[config.mk]
export PLATFORM = sky130hd
export DESIGN_NAME = dual_slot_charge_supervisor_core
export DESIGN_NICKNAME = d
export VERILOG_FILES = /design/src/rtl/core/dssc_pkg.sv /design/src/rtl/core/dual_slot_charge_supervisor_core.sv
export VERILOG_INCLUDE_DIRS = /design/src /design/src/rtl/core
export SDC_FILE = /design/constraint.sdc
export NUM_CORES = 1
export LEC_CHECK = 0
export BUFFER_PORTS_ARGS = -buffer_cell sky130_fd_sc_hd__clkbuf_2
export CORE_MARGIN = 2
export CORE_UTILIZATION = 45
export DETAILED_ROUTE_END_ITERATION = 10
export PLACE_DENSITY_LB_ADDON = 0.3
export SYNTH_ARGS = -nofsm -noshare
export SYNTH_HDL_FRONTEND = slang
export SYNTH_SLANG_ARGS = --single-unit
[constraint.sdc]
create_clock -name clk_i -period 5.1 [get_ports clk_i]
set_clock_uncertainty 0.05 [all_clocks]
set_input_delay 0 -clock clk_i [delete_from_list [all_inputs] [get_ports clk_i]]
set_output_delay 0 -clock clk_i [all_outputs]
set_load 0.03 [all_outputs]
[src/rtl/core/dual_slot_charge_supervisor_core_defines.svh]
// ----------------------------------------------------------------------------
// Assertion macros for the dual slot charge supervisor
// Concurrent checks that compile away when SYNTHESIS is defined
// ----------------------------------------------------------------------------
`ifndef DUAL_SLOT_CHARGE_SUPERVISOR_CORE_DEFINES_SVH
`define DUAL_SLOT_CHARGE_SUPERVISOR_CORE_DEFINES_SVH

`ifndef SYNTHESIS
`define DSSC_ASSERT(lbl, clk, rstn, prop, msg) \
  lbl: assert property (@(posedge clk) disable iff (!rstn) (prop)) else $error(msg);
`define DSSC_NEVER(lbl, clk, rstn, cond, msg) \
  lbl: assert property (@(posedge clk) disable iff (!rstn) !(cond)) else $error(msg);
`else
`define DSSC_ASSERT(lbl, clk, rstn, prop, msg)
`define DSSC_NEVER(lbl, clk, rstn, cond, msg)
`endif

`endif

[src/rtl/core/dssc_pkg.sv]
`timescale 1ns / 1ps
`default_nettype none
// ----------------------------------------------------------------------------
// dssc_pkg
// Types, codes and constants of the dual slot charge supervisor
// ----------------------------------------------------------------------------
package dssc_pkg;

  localparam int SLOTS = 2;
  localparam int AGE_W = 16;
  localparam int SOC_W = 7;
  localparam int MV_W  = 16;
  localparam int MA_W  = 16;
  localparam int PROT_W = 16;
  localparam int CFG_W = 16;
  localparam int CFG_IDX_W = 3;
  localparam int S_DATA_W = 64;
  localparam int S_USER_W = 2;
  localparam int M_DATA_W = 16;

  localparam logic [AGE_W-1:0] AGE_MAX = '1;

  localparam logic [SOC_W-1:0] RST_MAX_SOC   = 7'd100;
  localparam logic [MV_W-1:0]  RST_MAX_MV    = 16'd54600;
  localparam logic [AGE_W-1:0] RST_ESTOP_DB  = 16'd80;
  localparam logic [AGE_W-1:0] RST_TOGGLE_DB = 16'd50;
  localparam logic [AGE_W-1:0] RST_ZC_FAULT  = 16'd15000;

  typedef enum logic [1:0] {
    ACT_NONE    = 2'd0,
    ACT_ENABLE  = 2'd1,
    ACT_DISABLE = 2'd2
  } act_e;

  typedef enum logic {
    CMD_TICK   = 1'b0,
    CMD_REPORT = 1'b1
  } cmd_e;

  typedef enum logic [CFG_IDX_W-1:0] {
    CFG_MAX_SOC      = 3'd0,
    CFG_MAX_MV       = 3'd1,
    CFG_ESTOP_DB     = 3'd2,
    CFG_TOGGLE_DB    = 3'd3,
    CFG_ZC_FAULT     = 3'd4,
    CFG_ESTOP_LEVEL  = 3'd5,
    CFG_TOGGLE_LEVEL = 3'd6,
    CFG_SW_CUTOFF    = 3'd7
  } cfg_idx_e;

  typedef struct packed {
    logic             connected;
    logic [SOC_W-1:0] soc;
    logic [MV_W-1:0]  mv;
    logic             cur_pos;
    logic             prot;
  } slot_status_t;

  function automatic logic is_full(input logic [SOC_W-1:0] soc,
                                   input logic [MV_W-1:0]  mv,
                                   input logic [SOC_W-1:0] max_soc,
                                   input logic [MV_W-1:0]  max_mv);
    return (soc >= max_soc) || (mv >= max_mv);
  endfunction

  function automatic logic [AGE_W-1:0] age_inc(input logic [AGE_W-1:0] age);
    return (age == AGE_MAX) ? age : age + AGE_W'(1);
  endfunction

endpackage
`default_nettype wire

[src/rtl/core/dual_slot_charge_supervisor_core.sv]
`timescale 1ns / 1ps
`default_nettype none
// ----------------------------------------------------------------------------
// dual_slot_charge_supervisor_core
// Debounce, enable tracking, recovery and fault timing for two charge slots
// ----------------------------------------------------------------------------
// Every accepted word (a 1 ms tick with raw pin levels, or a monitor report
// for one slot) produces exactly one result word. A word is registered in the
// input register on acceptance, evaluated against the supervisor state once the
// output register is free or being read, and its result lands in the output
// register, from which the consumer takes it.
// One word can be accepted every clock cycle while the consumer keeps up;
// the state update loop sets that rate, and the output register lets one more
// word into the input register while a finished result waits for its consumer.
// Configuration writes take effect at the clock edge at which cfg_we_i is high.
`include "dual_slot_charge_supervisor_core_defines.svh"

module dual_slot_charge_supervisor_core (
  input  wire logic                            clk_i,
  input  wire logic                            rst_ni,
  input  wire logic                            s_axis_tvalid_i,
  output      logic                            s_axis_tready_o,
  // estop_pins, toggle_pins, link_ok, connected, state_of_charge, pack_mv,
  // pack_ma, protection_flags, mosfet_on
  input  wire logic [dssc_pkg::S_DATA_W-1:0]   s_axis_tdata_i,
  // command, slot
  input  wire logic [dssc_pkg::S_USER_W-1:0]   s_axis_tuser_i,
  output      logic                            m_axis_tvalid_o,
  input  wire logic                            m_axis_tready_i,
  // action, emergency_stop, enabled_slots, fault_slots, recovery_slots
  output      logic [dssc_pkg::M_DATA_W-1:0]   m_axis_tdata_o,
  // action_slot
  output      logic                            m_axis_tuser_o,
  input  wire logic                            cfg_we_i,
  input  wire logic [dssc_pkg::CFG_IDX_W-1:0]  cfg_index_i,
  input  wire logic [dssc_pkg::CFG_W-1:0]      cfg_data_i
);

  localparam int NS = dssc_pkg::SLOTS;
  localparam int AW = dssc_pkg::AGE_W;

  // configuration
  logic [dssc_pkg::SOC_W-1:0] cfg_max_soc_q;
  logic [dssc_pkg::MV_W-1:0]  cfg_max_mv_q;
  logic [AW-1:0]              cfg_estop_db_q;
  logic [AW-1:0]              cfg_toggle_db_q;
  logic [AW-1:0]              cfg_zc_fault_q;
  logic                       cfg_estop_lvl_q;
  logic                       cfg_toggle_lvl_q;
  logic                       cfg_sw_cutoff_q;

  // input stage
  logic                            in_vld_q, in_vld_d;
  logic [dssc_pkg::S_DATA_W-1:0]   in_data_q;
  logic [dssc_pkg::S_USER_W-1:0]   in_user_q;
  logic                            advance;
  logic                            s_accept;

  // decoded input word
  dssc_pkg::cmd_e              in_cmd;
  logic                        in_slot;
  logic [1:0]                  in_estop_pins;
  logic [1:0]                  in_toggle_pins;
  logic                        in_link_ok;
  logic                        in_connected;
  logic [dssc_pkg::SOC_W-1:0]  in_soc;
  logic [dssc_pkg::MV_W-1:0]   in_mv;
  logic [dssc_pkg::MA_W-1:0]   in_ma;
  logic [dssc_pkg::PROT_W-1:0] in_prot;
  logic                        in_mosfet;

  // supervisor state
  logic          estop_last_q, estop_last_d;
  logic          estop_stable_q, estop_stable_d;
  logic [AW-1:0] estop_age_q, estop_age_d;
  logic          stop_last_q, stop_last_d;
  logic [NS-1:0] tog_last_q, tog_last_d;
  logic [NS-1:0] tog_stable_q, tog_stable_d;
  logic [AW-1:0] tog_age_q [NS];
  logic [AW-1:0] tog_age_d [NS];
  logic [NS-1:0] en_q, en_d;
  logic [NS-1:0] rec_q, rec_d;
  logic [AW-1:0] zc_age_q [NS];
  logic [AW-1:0] zc_age_d [NS];
  logic [NS-1:0] zc_run_q, zc_run_d;
  logic [NS-1:0] fault_q, fault_d;
  dssc_pkg::slot_status_t status_q [NS];
  dssc_pkg::slot_status_t status_d [NS];

  // working values
  logic                   estop_raw;
  logic                   stop_now;
  logic [NS-1:0]          tog_raw;
  logic [NS-1:0]          clr_cond;
  dssc_pkg::slot_status_t rpt_stat;
  logic                   rpt_full;
  dssc_pkg::act_e         act;

  // result stage
  logic           out_vld_q;
  dssc_pkg::act_e res_act_q;
  logic           res_slot_q;
  logic           res_stop_q;
  logic [NS-1:0]  res_en_q;
  logic [NS-1:0]  res_fault_q;
  logic [NS-1:0]  res_rec_q;

  assign advance         = in_vld_q && (!out_vld_q || m_axis_tready_i);
  assign s_axis_tready_o = !in_vld_q || advance;
  assign s_accept        = s_axis_tvalid_i && s_axis_tready_o;

  always_comb begin
    in_vld_d = in_vld_q;
    if (s_accept) begin
      in_vld_d = 1'b1;
    end else if (advance) begin
      in_vld_d = 1'b0;
    end
  end

  assign in_cmd         = dssc_pkg::cmd_e'(in_user_q[0]);
  assign in_slot        = in_user_q[1];
  assign in_estop_pins  = in_data_q[1:0];
  assign in_toggle_pins = in_data_q[3:2];
  assign in_link_ok     = in_data_q[4];
  assign in_connected   = in_data_q[5];
  assign in_soc         = in_data_q[12:6];
  assign in_mv          = in_data_q[28:13];
  assign in_ma          = in_data_q[44:29];
  assign in_prot        = in_data_q[60:45];
  assign in_mosfet      = in_data_q[61];

  always_comb begin
    rpt_stat.connected = in_connected;
    rpt_stat.soc       = in_soc;
    rpt_stat.mv        = in_mv;
    rpt_stat.cur_pos   = (in_ma != '0) && !in_ma[dssc_pkg::MA_W-1];
    rpt_stat.prot      = (in_prot != '0);
  end

  assign rpt_full = dssc_pkg::is_full(in_soc, in_mv, cfg_max_soc_q, cfg_max_mv_q);

  always_comb begin
    estop_last_d   = estop_last_q;
    estop_stable_d = estop_stable_q;
    estop_age_d    = estop_age_q;
    stop_last_d    = stop_last_q;
    tog_last_d     = tog_last_q;
    tog_stable_d   = tog_stable_q;
    en_d           = en_q;
    rec_d          = rec_q;
    zc_run_d       = zc_run_q;
    fault_d        = fault_q;
    for (int i = 0; i < NS; i++) begin
      tog_age_d[i] = tog_age_q[i];
      zc_age_d[i]  = zc_age_q[i];
      status_d[i]  = status_q[i];
    end
    act       = dssc_pkg::ACT_NONE;
    estop_raw = (in_estop_pins[0] == cfg_estop_lvl_q) || (in_estop_pins[1] == cfg_estop_lvl_q);
    stop_now  = 1'b0;
    tog_raw   = '0;
    clr_cond  = '0;

    if (advance) begin
      if (in_cmd == dssc_pkg::CMD_TICK) begin
        // emergency debounce
        if (estop_raw != estop_last_q) begin
          estop_last_d = estop_raw;
          estop_age_d  = '0;
        end else begin
          estop_age_d = dssc_pkg::age_inc(estop_age_q);
        end
        if (estop_age_d >= cfg_estop_db_q) begin
          estop_stable_d = estop_last_d;
        end
        stop_now = estop_stable_d && (|en_q);

        // toggle debounce and enables
        for (int i = 0; i < NS; i++) begin
          tog_raw[i] = (in_toggle_pins[i] == cfg_toggle_lvl_q);
          if (tog_raw[i] != tog_last_q[i]) begin
            tog_last_d[i] = tog_raw[i];
            tog_age_d[i]  = '0;
          end else begin
            tog_age_d[i] = dssc_pkg::age_inc(tog_age_q[i]);
          end
          if (tog_age_d[i] >= cfg_toggle_db_q) begin
            tog_stable_d[i] = tog_last_d[i];
          end
          en_d[i] = tog_stable_d[i];
          if (en_q[i] && !en_d[i]) begin
            rec_d[i] = 1'b0;
          end
        end

        // release arms recovery
        if (stop_last_q && !stop_now) begin
          rec_d = en_d;
        end

        // zero current fault timer
        for (int i = 0; i < NS; i++) begin
          clr_cond[i] = !en_d[i] || !status_q[i].connected ||
                        dssc_pkg::is_full(status_q[i].soc, status_q[i].mv,
                                          cfg_max_soc_q, cfg_max_mv_q) ||
                        (!status_q[i].prot && status_q[i].cur_pos);
          if (clr_cond[i]) begin
            zc_age_d[i] = '0;
            zc_run_d[i] = 1'b0;
            fault_d[i]  = 1'b0;
          end else if (status_q[i].prot) begin
            fault_d[i] = 1'b1;
          end else begin
            if (!zc_run_q[i]) begin
              zc_run_d[i] = 1'b1;
              zc_age_d[i] = '0;
            end else begin
              zc_age_d[i] = dssc_pkg::age_inc(zc_age_q[i]);
            end
            fault_d[i] = (zc_age_d[i] >= cfg_zc_fault_q);
          end
        end

        stop_last_d = stop_now;
      end else begin
        status_d[in_slot] = rpt_stat;
        if (!in_link_ok || !in_connected) begin
          act = dssc_pkg::ACT_NONE;
        end else if (stop_last_q && cfg_sw_cutoff_q && in_mosfet) begin
          act = dssc_pkg::ACT_DISABLE;
        end else if (!en_q[in_slot] || rpt_full) begin
          rec_d[in_slot] = 1'b0;
          act = in_mosfet ? dssc_pkg::ACT_DISABLE : dssc_pkg::ACT_NONE;
        end else if (rec_q[in_slot]) begin
          if (!in_mosfet) begin
            act = dssc_pkg::ACT_ENABLE;
          end else begin
            rec_d[in_slot] = 1'b0;
            act = dssc_pkg::ACT_NONE;
          end
        end else begin
          act = in_mosfet ? dssc_pkg::ACT_NONE : dssc_pkg::ACT_ENABLE;
        end
      end
    end
  end

  // configuration registers
  always_ff @(posedge clk_i or negedge rst_ni) begin
    if (!rst_ni) begin
      cfg_max_soc_q    <= dssc_pkg::RST_MAX_SOC;
      cfg_max_mv_q     <= dssc_pkg::RST_MAX_MV;
      cfg_estop_db_q   <= dssc_pkg::RST_ESTOP_DB;
      cfg_toggle_db_q  <= dssc_pkg::RST_TOGGLE_DB;
      cfg_zc_fault_q   <= dssc_pkg::RST_ZC_FAULT;
      cfg_estop_lvl_q  <= 1'b0;
      cfg_toggle_lvl_q <= 1'b0;
      cfg_sw_cutoff_q  <= 1'b0;
    end else if (cfg_we_i) begin
      case (dssc_pkg::cfg_idx_e'(cfg_index_i))
        dssc_pkg::CFG_MAX_SOC:      cfg_max_soc_q    <= cfg_data_i[dssc_pkg::SOC_W-1:0];
        dssc_pkg::CFG_MAX_MV:       cfg_max_mv_q     <= cfg_data_i[dssc_pkg::MV_W-1:0];
        dssc_pkg::CFG_ESTOP_DB:     cfg_estop_db_q   <= cfg_data_i[AW-1:0];
        dssc_pkg::CFG_TOGGLE_DB:    cfg_toggle_db_q  <= cfg_data_i[AW-1:0];
        dssc_pkg::CFG_ZC_FAULT:     cfg_zc_fault_q   <= cfg_data_i[AW-1:0];
        dssc_pkg::CFG_ESTOP_LEVEL:  cfg_estop_lvl_q  <= cfg_data_i[0];
        dssc_pkg::CFG_TOGGLE_LEVEL: cfg_toggle_lvl_q <= cfg_data_i[0];
        dssc_pkg::CFG_SW_CUTOFF:    cfg_sw_cutoff_q  <= cfg_data_i[0];
        default: ;
      endcase
    end
  end

  // input register
  always_ff @(posedge clk_i or negedge rst_ni) begin
    if (!rst_ni) begin
      in_vld_q <= 1'b0;
    end else begin
      in_vld_q <= in_vld_d;
    end
  end

  always_ff @(posedge clk_i) begin
    if (s_accept) begin
      in_data_q <= s_axis_tdata_i;
      in_user_q <= s_axis_tuser_i;
    end
  end

  // supervisor state
  always_ff @(posedge clk_i or negedge rst_ni) begin
    if (!rst_ni) begin
      estop_last_q   <= 1'b0;
      estop_stable_q <= 1'b0;
      estop_age_q    <= '0;
      stop_last_q    <= 1'b0;
      tog_last_q     <= '0;
      tog_stable_q   <= '0;
      en_q           <= '0;
      rec_q          <= '0;
      zc_run_q       <= '0;
      fault_q        <= '0;
      for (int i = 0; i < NS; i++) begin
        tog_age_q[i] <= '0;
        zc_age_q[i]  <= '0;
        status_q[i]  <= '0;
      end
    end else begin
      estop_last_q   <= estop_last_d;
      estop_stable_q <= estop_stable_d;
      estop_age_q    <= estop_age_d;
      stop_last_q    <= stop_last_d;
      tog_last_q     <= tog_last_d;
      tog_stable_q   <= tog_stable_d;
      en_q           <= en_d;
      rec_q          <= rec_d;
      zc_run_q       <= zc_run_d;
      fault_q        <= fault_d;
      for (int i = 0; i < NS; i++) begin
        tog_age_q[i] <= tog_age_d[i];
        zc_age_q[i]  <= zc_age_d[i];
        status_q[i]  <= status_d[i];
      end
    end
  end

  // result register
  always_ff @(posedge clk_i or negedge rst_ni) begin
    if (!rst_ni) begin
      out_vld_q <= 1'b0;
    end else if (advance) begin
      out_vld_q <= 1'b1;
    end else if (m_axis_tready_i) begin
      out_vld_q <= 1'b0;
    end
  end

  always_ff @(posedge clk_i) begin
    if (advance) begin
      res_act_q   <= act;
      res_slot_q  <= (in_cmd == dssc_pkg::CMD_REPORT) ? in_slot : 1'b0;
      res_stop_q  <= stop_last_d;
      res_en_q    <= en_d;
      res_fault_q <= fault_d;
      res_rec_q   <= rec_d;
    end
  end

  assign m_axis_tvalid_o = out_vld_q;
  assign m_axis_tuser_o  = res_slot_q;
  assign m_axis_tdata_o  = {7'd0, res_rec_q, res_fault_q, res_en_q, res_stop_q, res_act_q};

  // checks
  `DSSC_NEVER(a_fault_needs_en, clk_i, rst_ni, (fault_q & ~en_q) != '0, "fault on disabled slot")
  `DSSC_NEVER(a_rec_needs_en, clk_i, rst_ni, (rec_q & ~en_q) != '0, "recovery on disabled slot")
  `DSSC_ASSERT(a_stop_stable, clk_i, rst_ni, stop_last_q |-> estop_stable_q, "stop without estop")
  `DSSC_ASSERT(a_in_hold, clk_i, rst_ni, (in_vld_q && !advance) |=> in_vld_q, "input word lost")

endmodule
`default_nettype wire
# Word-level counts from Yosys, hierarchy flattened
# Index checks and enable logic that the tools add are counted.
[word_totals] in_bits=90 regBits=297 output_inout_bits=19 word_cells=230
[classes] add_sub_neg=5 eq_ne=21 n_bitwise=4 n_mux=81 n_reduce_logical=60 order_cmp=15
[op_table] op="$mux 16" n=28
[op_table] op="$ge 16x16->1" n=8
[op_table] op="$add 16x1->16 const B" n=5
[op_table] op="$eq 16x16->1 const B" n=5
[op_table] op="$bwmux 52" n=1
[op_table] op="$mux 1" n=34
[op_table] op="$reduce_bool 16->1" n=2
[op_table] op="$mux 2" n=15
[op_table] op="$demux 26 s1" n=1
[op_table] op="$mux 26" n=1
[op_table] op="$ge 7x7->1" n=3
[op_table] op="$reduce_and 2->1" n=10
[op_table] op="$logic_or 1x1->1" n=14
[op_table] op="$logic_and 1x1->1" n=13
[op_table] op="$logic_not 1->1" n=13
[op_table] op="$eq 3x3->1 const B" n=4
[op_table] op="$eq 3x2->1 const B" n=2
[op_table] op="$reduce_and 3->1" n=2
[op_table] op="$eq 1x1->1" n=4
[op_table] op="$ne 2x1->1 const B" n=2
[op_table] op="$reduce_bool 2->1" n=2
[op_table] op="$reduce_or 2->1" n=2
[op_table] op="$eq 3x1->1 const B" n=1
[op_table] op="$logic_not 3->1" n=1
[op_table] op="11 further kinds" n=13

# Longest topological paths before layout
[logic_depth] word_depth=21 mapped_depth=19 depth_no_buf=16

# Least setup slack after synthesis
# OpenSTA, ideal clock, no wires.
[synth_timing] path_type="reg-to-reg" start="register cfg_toggle_lvl_q" end="register zc_age_q[11] (netlist bit)" slack_ns=1.054 synth_period_minus_slack_ns=4.046 required_time_ns=4.929 setup_ns=0.121 stages_incl_launch_ff=16 n_path_buf=4 arrival_time_ns=3.874 path_cell_list="dfrtp_1 > xnor2_1 > xor2_1 > clkbuf_1 > clkbuf_1 > buf_1 > nor2_1 > ha_1 > nand2_1 > nor3_1 > a21oi_1 > o41ai_1 > mux2_2 > a31o_2 > buf_6 > a22o_2"
[synth_between] elab_chain_len=15 elab_cells_between_ends=17 cone_classes="order compare (1); eq/ne (3); mux (8); reduce/logical (5)"
[synth_lines] element="from (decl)" line_no="dual_slot_charge_supervisor_core.sv:49" rtl="logic cfg_toggle_lvl_q;"
[synth_lines] element="from (signal assigned)" line_no="dual_slot_charge_supervisor_core.sv:268" rtl="dssc_pkg::CFG_TOGGLE_LEVEL: cfg_toggle_lvl_q <= cfg_data_i[0];"
[synth_lines] element="$eq 1x1->1 (*)" line_no="dual_slot_charge_supervisor_core.sv:181" rtl="tog_raw[i] = (in_toggle_pins[i] == cfg_toggle_lvl_q);"
[synth_lines] element="$ne 1x1->1" line_no="dual_slot_charge_supervisor_core.sv:182" rtl="if (tog_raw[i] != tog_last_q[i]) begin"
[synth_lines] element="$mux 16" line_no="dual_slot_charge_supervisor_core.sv:182"
[synth_lines] element="$mux 16" line_no="dual_slot_charge_supervisor_core.sv:166" rtl="if (in_cmd == dssc_pkg::CMD_TICK) begin"
[synth_lines] element="$mux 16" line_no="dual_slot_charge_supervisor_core.sv:165" rtl="if (advance) begin"
[synth_lines] element="$ge 16x16->1" line_no="dual_slot_charge_supervisor_core.sv:188" rtl="if (tog_age_d[i] >= cfg_toggle_db_q) begin"
[synth_lines] element="$mux 1 (*)" line_no="dual_slot_charge_supervisor_core.sv:188"
[synth_lines] element="$mux 1 (*)" line_no="dual_slot_charge_supervisor_core.sv:166"
[synth_lines] element="$mux 1 (*)" line_no="dual_slot_charge_supervisor_core.sv:165"
[synth_lines] element="$logic_not 1->1 (*)" line_no="dual_slot_charge_supervisor_core.sv:204" rtl="clr_cond[i] = !en_d[i] || !status_q[i].connected ||"
[synth_lines] element="$logic_or 1x1->1 (*) (2 in a row)" line_no="dual_slot_charge_supervisor_core.sv:204"
[synth_lines] element="$logic_or 1x1->1 (*)" line_no="dual_slot_charge_supervisor_core.sv:206" rtl="cfg_max_soc_q, cfg_max_mv_q) ||"
[synth_lines] element="$ne 2x1->1 (no source line)"
[synth_lines] element="$reduce_and 3->1 (no source line)"
[synth_lines] element="to (signal, indexed assignment)" line_no="dual_slot_charge_supervisor_core.sv:322" rtl="zc_age_q[i] <= zc_age_d[i];"
[synth_lines] element="to (decl)" line_no="dual_slot_charge_supervisor_core.sv:83" rtl="logic [AW-1:0] zc_age_q [NS];"
# Every way passes the cells marked *; elsewhere a longest branch is shown, timed or not. The select of a mux whose other input is x is not followed.
# A chain may end at the register's enable or synchronous reset.

# Worst setup path after layout
[layout_timing] start="register tog_age_q[0] (netlist bit)" end="register zc_age_q[7] (netlist bit)"
[layout_between] elab_chain_len=15 elab_cells_between_ends=17 cone_classes="add/sub (1); order compare (1); eq/ne (2); mux (8); reduce/logical (5)"
[layout_lines] element="from (decl)" line_no="dual_slot_charge_supervisor_core.sv:79" rtl="logic [AW-1:0] tog_age_q [NS];"
[layout_lines] element="from (signal, indexed assignment)" line_no="dual_slot_charge_supervisor_core.sv:321" rtl="tog_age_q[i] <= tog_age_d[i];"
[layout_lines] element="$add 16x1->16 / $eq 16x16->1 (equally long branches)" line_no="dssc_pkg.sv:67" rtl="return (age == AGE_MAX) ? age : age + AGE_W'(1);"
[layout_lines] element="$mux 16 (*)" line_no="dssc_pkg.sv:67"
[layout_lines] element="$mux 16 (*)" line_no="dual_slot_charge_supervisor_core.sv:182"
[layout_lines] element="$mux 16 (*)" line_no="dual_slot_charge_supervisor_core.sv:166"
[layout_lines] element="$mux 16 (*)" line_no="dual_slot_charge_supervisor_core.sv:165"
[layout_lines] element="$ge 16x16->1 (*)" line_no="dual_slot_charge_supervisor_core.sv:188"
[layout_lines] element="$mux 1 (*)" line_no="dual_slot_charge_supervisor_core.sv:188"
[layout_lines] element="$mux 1 (*)" line_no="dual_slot_charge_supervisor_core.sv:166"
[layout_lines] element="$mux 1 (*)" line_no="dual_slot_charge_supervisor_core.sv:165"
[layout_lines] element="$logic_not 1->1 (*)" line_no="dual_slot_charge_supervisor_core.sv:204"
[layout_lines] element="$logic_or 1x1->1 (*) (2 in a row)" line_no="dual_slot_charge_supervisor_core.sv:204"
[layout_lines] element="$logic_or 1x1->1 (*)" line_no="dual_slot_charge_supervisor_core.sv:206"
[layout_lines] element="$ne 2x1->1 (no source line)"
[layout_lines] element="$reduce_and 3->1 (no source line)"
# Marked as above.

==> out/metrics.cfg <==
[outcome]
status=complete, but fails checks
violations=negative hold slack

[cells_and_area]
fillCellCount=3211
drive_gt1_share_pct=16.5
diodes=0
syn_to_final_growth_pct=17.4
multi_input_area_um2=8050
fin_util_pct=53.4
nNetsFinal=2010
regArea_um2=7830

[clock_tree]
postCtsHoldBufs=88
ctsResizeCount=0
cts_tree=yes
clk_latency_ns=0.58
clock_sinks=297
post-cts-setup-buffer-count=0
cts_root_buffer=clkbuf_16
cts_buffers=30
cts_max_level=1
path_clk_slew_ns=0.06
cts_buffer_depth=3

[worst_setup_path]
critical-path-max-stage-delay_ns=0.48
cp_max_fo=16
endpoint=zc_age_q[7]
reg2reg_slack_ns=0.57
critPathCaptureType=register
critPathKind=reg2reg
required_ns=5.52
crit_path_start_kind=register
crit_arrival_ns=4.95
crit_path_start=tog_age_q[0]
cp_cell_sequence=ha_1, and3_1, and3_1, nand4_1, buf_4, nor3b_4, xnor2_1, nor2_1, ha_1, nand2_1, nor3_1, a21oi_1, o41ai_1, buf_4, mux2_2, a31o_2, a22o_2
reg2reg_from=tog_age_q[0]
crit_slowest_cell=o41ai_1
r2r-end=zc_age_q[7]
reg2reg_depth=17

[placement]
portBuffers=99
place.gp.congestion=0.857
dpl.hpwl_mm=27.5

[timing]
finalSetupViolCount=0
fin_tns_setup_ns=0
max_clock_freq_mhz=221
maxSlewHeadroom_pct=27.6
worstMarginPinSlew_ns=1.08
drv_slew=0
hold_viol_final=5
rsz0062_at_grt=no
timing.final.crit_period_ns=4.53
hold_ws_ns=-0.0120
min_period_over_period_pct=88.9

[synth]
async_reset_ff_share_pct=75.1
ys_ff_latch=297
syn_inst=1585
syn-cell-area_um2=16600
yosysSeqAreaShare_pct=47.3
yosysUniqueCellTypes=74
yosys_warnings=0
ys.flop_type=dfrtp_1
syn-mean-instance-area_um2=10.5
synth_edf_count=74

[detailed_routing]
drc=0
vias=12400
wl_mm=39.4
wl_per_cell_um=17.5
dr.pass1.iters=5
drt_first_iter_violations=797
via_per_inst=5.50
ant_nets=0

[global_route]
grt_first_pass_wirelength_mm=64.2
grt_start_max_net_pins=114
grt_pass1_vias=12300
grt_antenna_before_repair=0
grt_usage_pct=20.8
gr-total-overflow=0

[power_and_ir_drop]
switching_share_pct=30.4
intPower_w=0.00494
pwr-share-seq_pct=42.9
pwr-share-clk_pct=33.2
pwr-share-comb_pct=23.9
powerDensity_nw_per_um2=365
peakVddDrop_mv=0.274
p_leak_nw=8.63
switching_power_w=0.00216

[floorplan]
rows=70
initial_utilization_pct=45.5
die-area_um2=38400
die_y_um=196
die_w_um=196
num_io_pins=109
core-area_um2=36400

[min_path]
hp-class=in2async

[run]
drv_cap=0

-- metal layers --
layer  up-vias  GRT usage, %  routed length, µm
li1       6052             -                  -
met1      6018          29.2              18300
met2       287          33.7              18300
met3        62          2.58               1840
met4         0          6.68               1010
met5         -             0                  0
-- cells by family after synthesis --
group	count (synthesis)	synth area share, %
flops	297	47.3
buf+inv	171	4.38
xor+xnor	55	2.91
other cells	1	0.0226
fa+ha+maj	156	11.8
mux	93	6.23
simple gates	489	14.5
compound gates	323	12.9
-- synth_stat cells, types with 6 or more instances --
| cell | count | area (µm²) |
|---|---|---|
| nor2b_1 | 13 | 81.3 |
| and4_1 | 10 | 87.6 |
| buf_4 | 10 | 75.1 |
| and2_1 | 16 | 100 |
| o21ai_0 | 103 | 515 |
| buf_1 | 6 | 22.5 |
| mux2_2 | 80 | 901 |
| mux2i_1 | 12 | 120 |
| o2bb2ai_1 | 15 | 131 |
| buf_2 | 6 | 30.0 |
| a21o_1 | 20 | 150 |
| o211ai_1 | 9 | 67.6 |
| nor3_1 | 25 | 125 |
| ha_1 | 156 | 1950 |
| a22o_1 | 17 | 149 |
| a31oi_1 | 11 | 68.8 |
| edfxtp_1 | 74 | 2220 |
| nand4_1 | 32 | 200 |
| nor2_1 | 105 | 394 |
| inv_1 | 105 | 394 |
| xnor2_1 | 30 | 263 |
| and3_1 | 20 | 125 |
| nand2_1 | 168 | 631 |
| a21oi_1 | 62 | 310 |
| nor4_1 | 13 | 81.3 |
| clkbuf_1 | 40 | 150 |
| dfstp_2 | 22 | 578 |
| xor2_1 | 25 | 219 |
| nor3b_1 | 6 | 45.0 |
| nand3_1 | 37 | 185 |
| o21a_1 | 7 | 52.6 |
| a22o_2 | 9 | 90.1 |
| dfrtp_1 | 201 | 5030 |
| o31ai_1 | 19 | 143 |
| nand2b_1 | 19 | 119 |
| a211oi_1 | 14 | 105 |
-- metrics by stage --
stage               setup WS [ns]  total power (W)  cell area [µm²]  cells  hold WS [ns]
finish                      0.568          0.00710            19400   2256       -0.0120
global placement            0.695          0.00464            17500   2112         0.101
detailed placement          0.646          0.00472            17500   2112        0.0983
floorplan                    1.05          0.00420            16600   1591        -0.346
CTS                         0.595          0.00714            19400   2256        0.0574
global route                0.121          0.00753            19400   2256        0.0636
-- cell type report --
class	instances	area share, %
clock buffers	42	4.14
clock inverters	14	1.19
inverters	105	2.03
multi-input cells	1123	41.4
flip-flops and latches	297	40.3
well taps	468	3.01
repair buffers	207	7.97
-- worst max-delay path, delay by kind of cell, from the launching register on --
kind	cells	cell delay (ns)
AO/OA/AOI/OAI	4	1.26
AND/OR/NAND/NOR	7	1.20
adder cells (fa/ha/maj)	2	0.53
flip-flops	1	0.42
buffers and inverters	2	0.41
multiplexers	1	0.38
XOR/XNOR	1	0.16
-- placed cells by master, fill, tap and decap left out, types with 62 or more instances in the layout --
| cell | instances |
|---|---|
| dfrtp_1 | 201 |
| nand2_1 | 168 |
| ha_1 | 156 |
| inv_1 | 105 |
| nor2_1 | 105 |
| o21ai_0 | 103 |
| clkbuf_2 | 98 |
| dlygate4sd3_1 | 88 |
| mux2_2 | 80 |
| edfxtp_1 | 74 |
| a21oi_1 | 62 |
-- power groups by stage --
stage               Combinational [W]  Clock, W  Sequential (W)
CTS                           0.00170   0.00239         0.00305
detailed placement            0.00163         0         0.00309
floorplan                     0.00117         0         0.00303
global route                  0.00195   0.00249         0.00309
global placement              0.00156         0         0.00308
finish                        0.00170   0.00236         0.00305
-- worst min path at each step --
stage | startpoint | endpoint | slack [ns] | cells after the start
detailed placement | rst_ni | estop_age_q[9] | 0.1 | 1
CTS | s_axis_tdata_i[4] | in_data_q[4] | 0.06 | 2
finish | rst_ni | estop_age_q[12] | -0.01 | 2
global route | s_axis_tdata_i[15] | in_data_q[15] | 0.06 | 2
global placement | rst_ni | estop_age_q[8] | 0.10 | 1
floorplan | rst_ni | cfg_estop_db_q[0] | -0.35 | 0
-- state kept, by name, summed over array words and instances, names as in the netlist, 7 cells and up --
register         cells
tog_age_q           32
cfg_toggle_db_q     16
in_data_q           62
estop_age_q         16
cfg_estop_db_q      16
status_q            52
cfg_zc_fault_q      16
cfg_max_soc_q        7
cfg_max_mv_q        16
zc_age_q            32
Power figures use the tool's default switching activity.
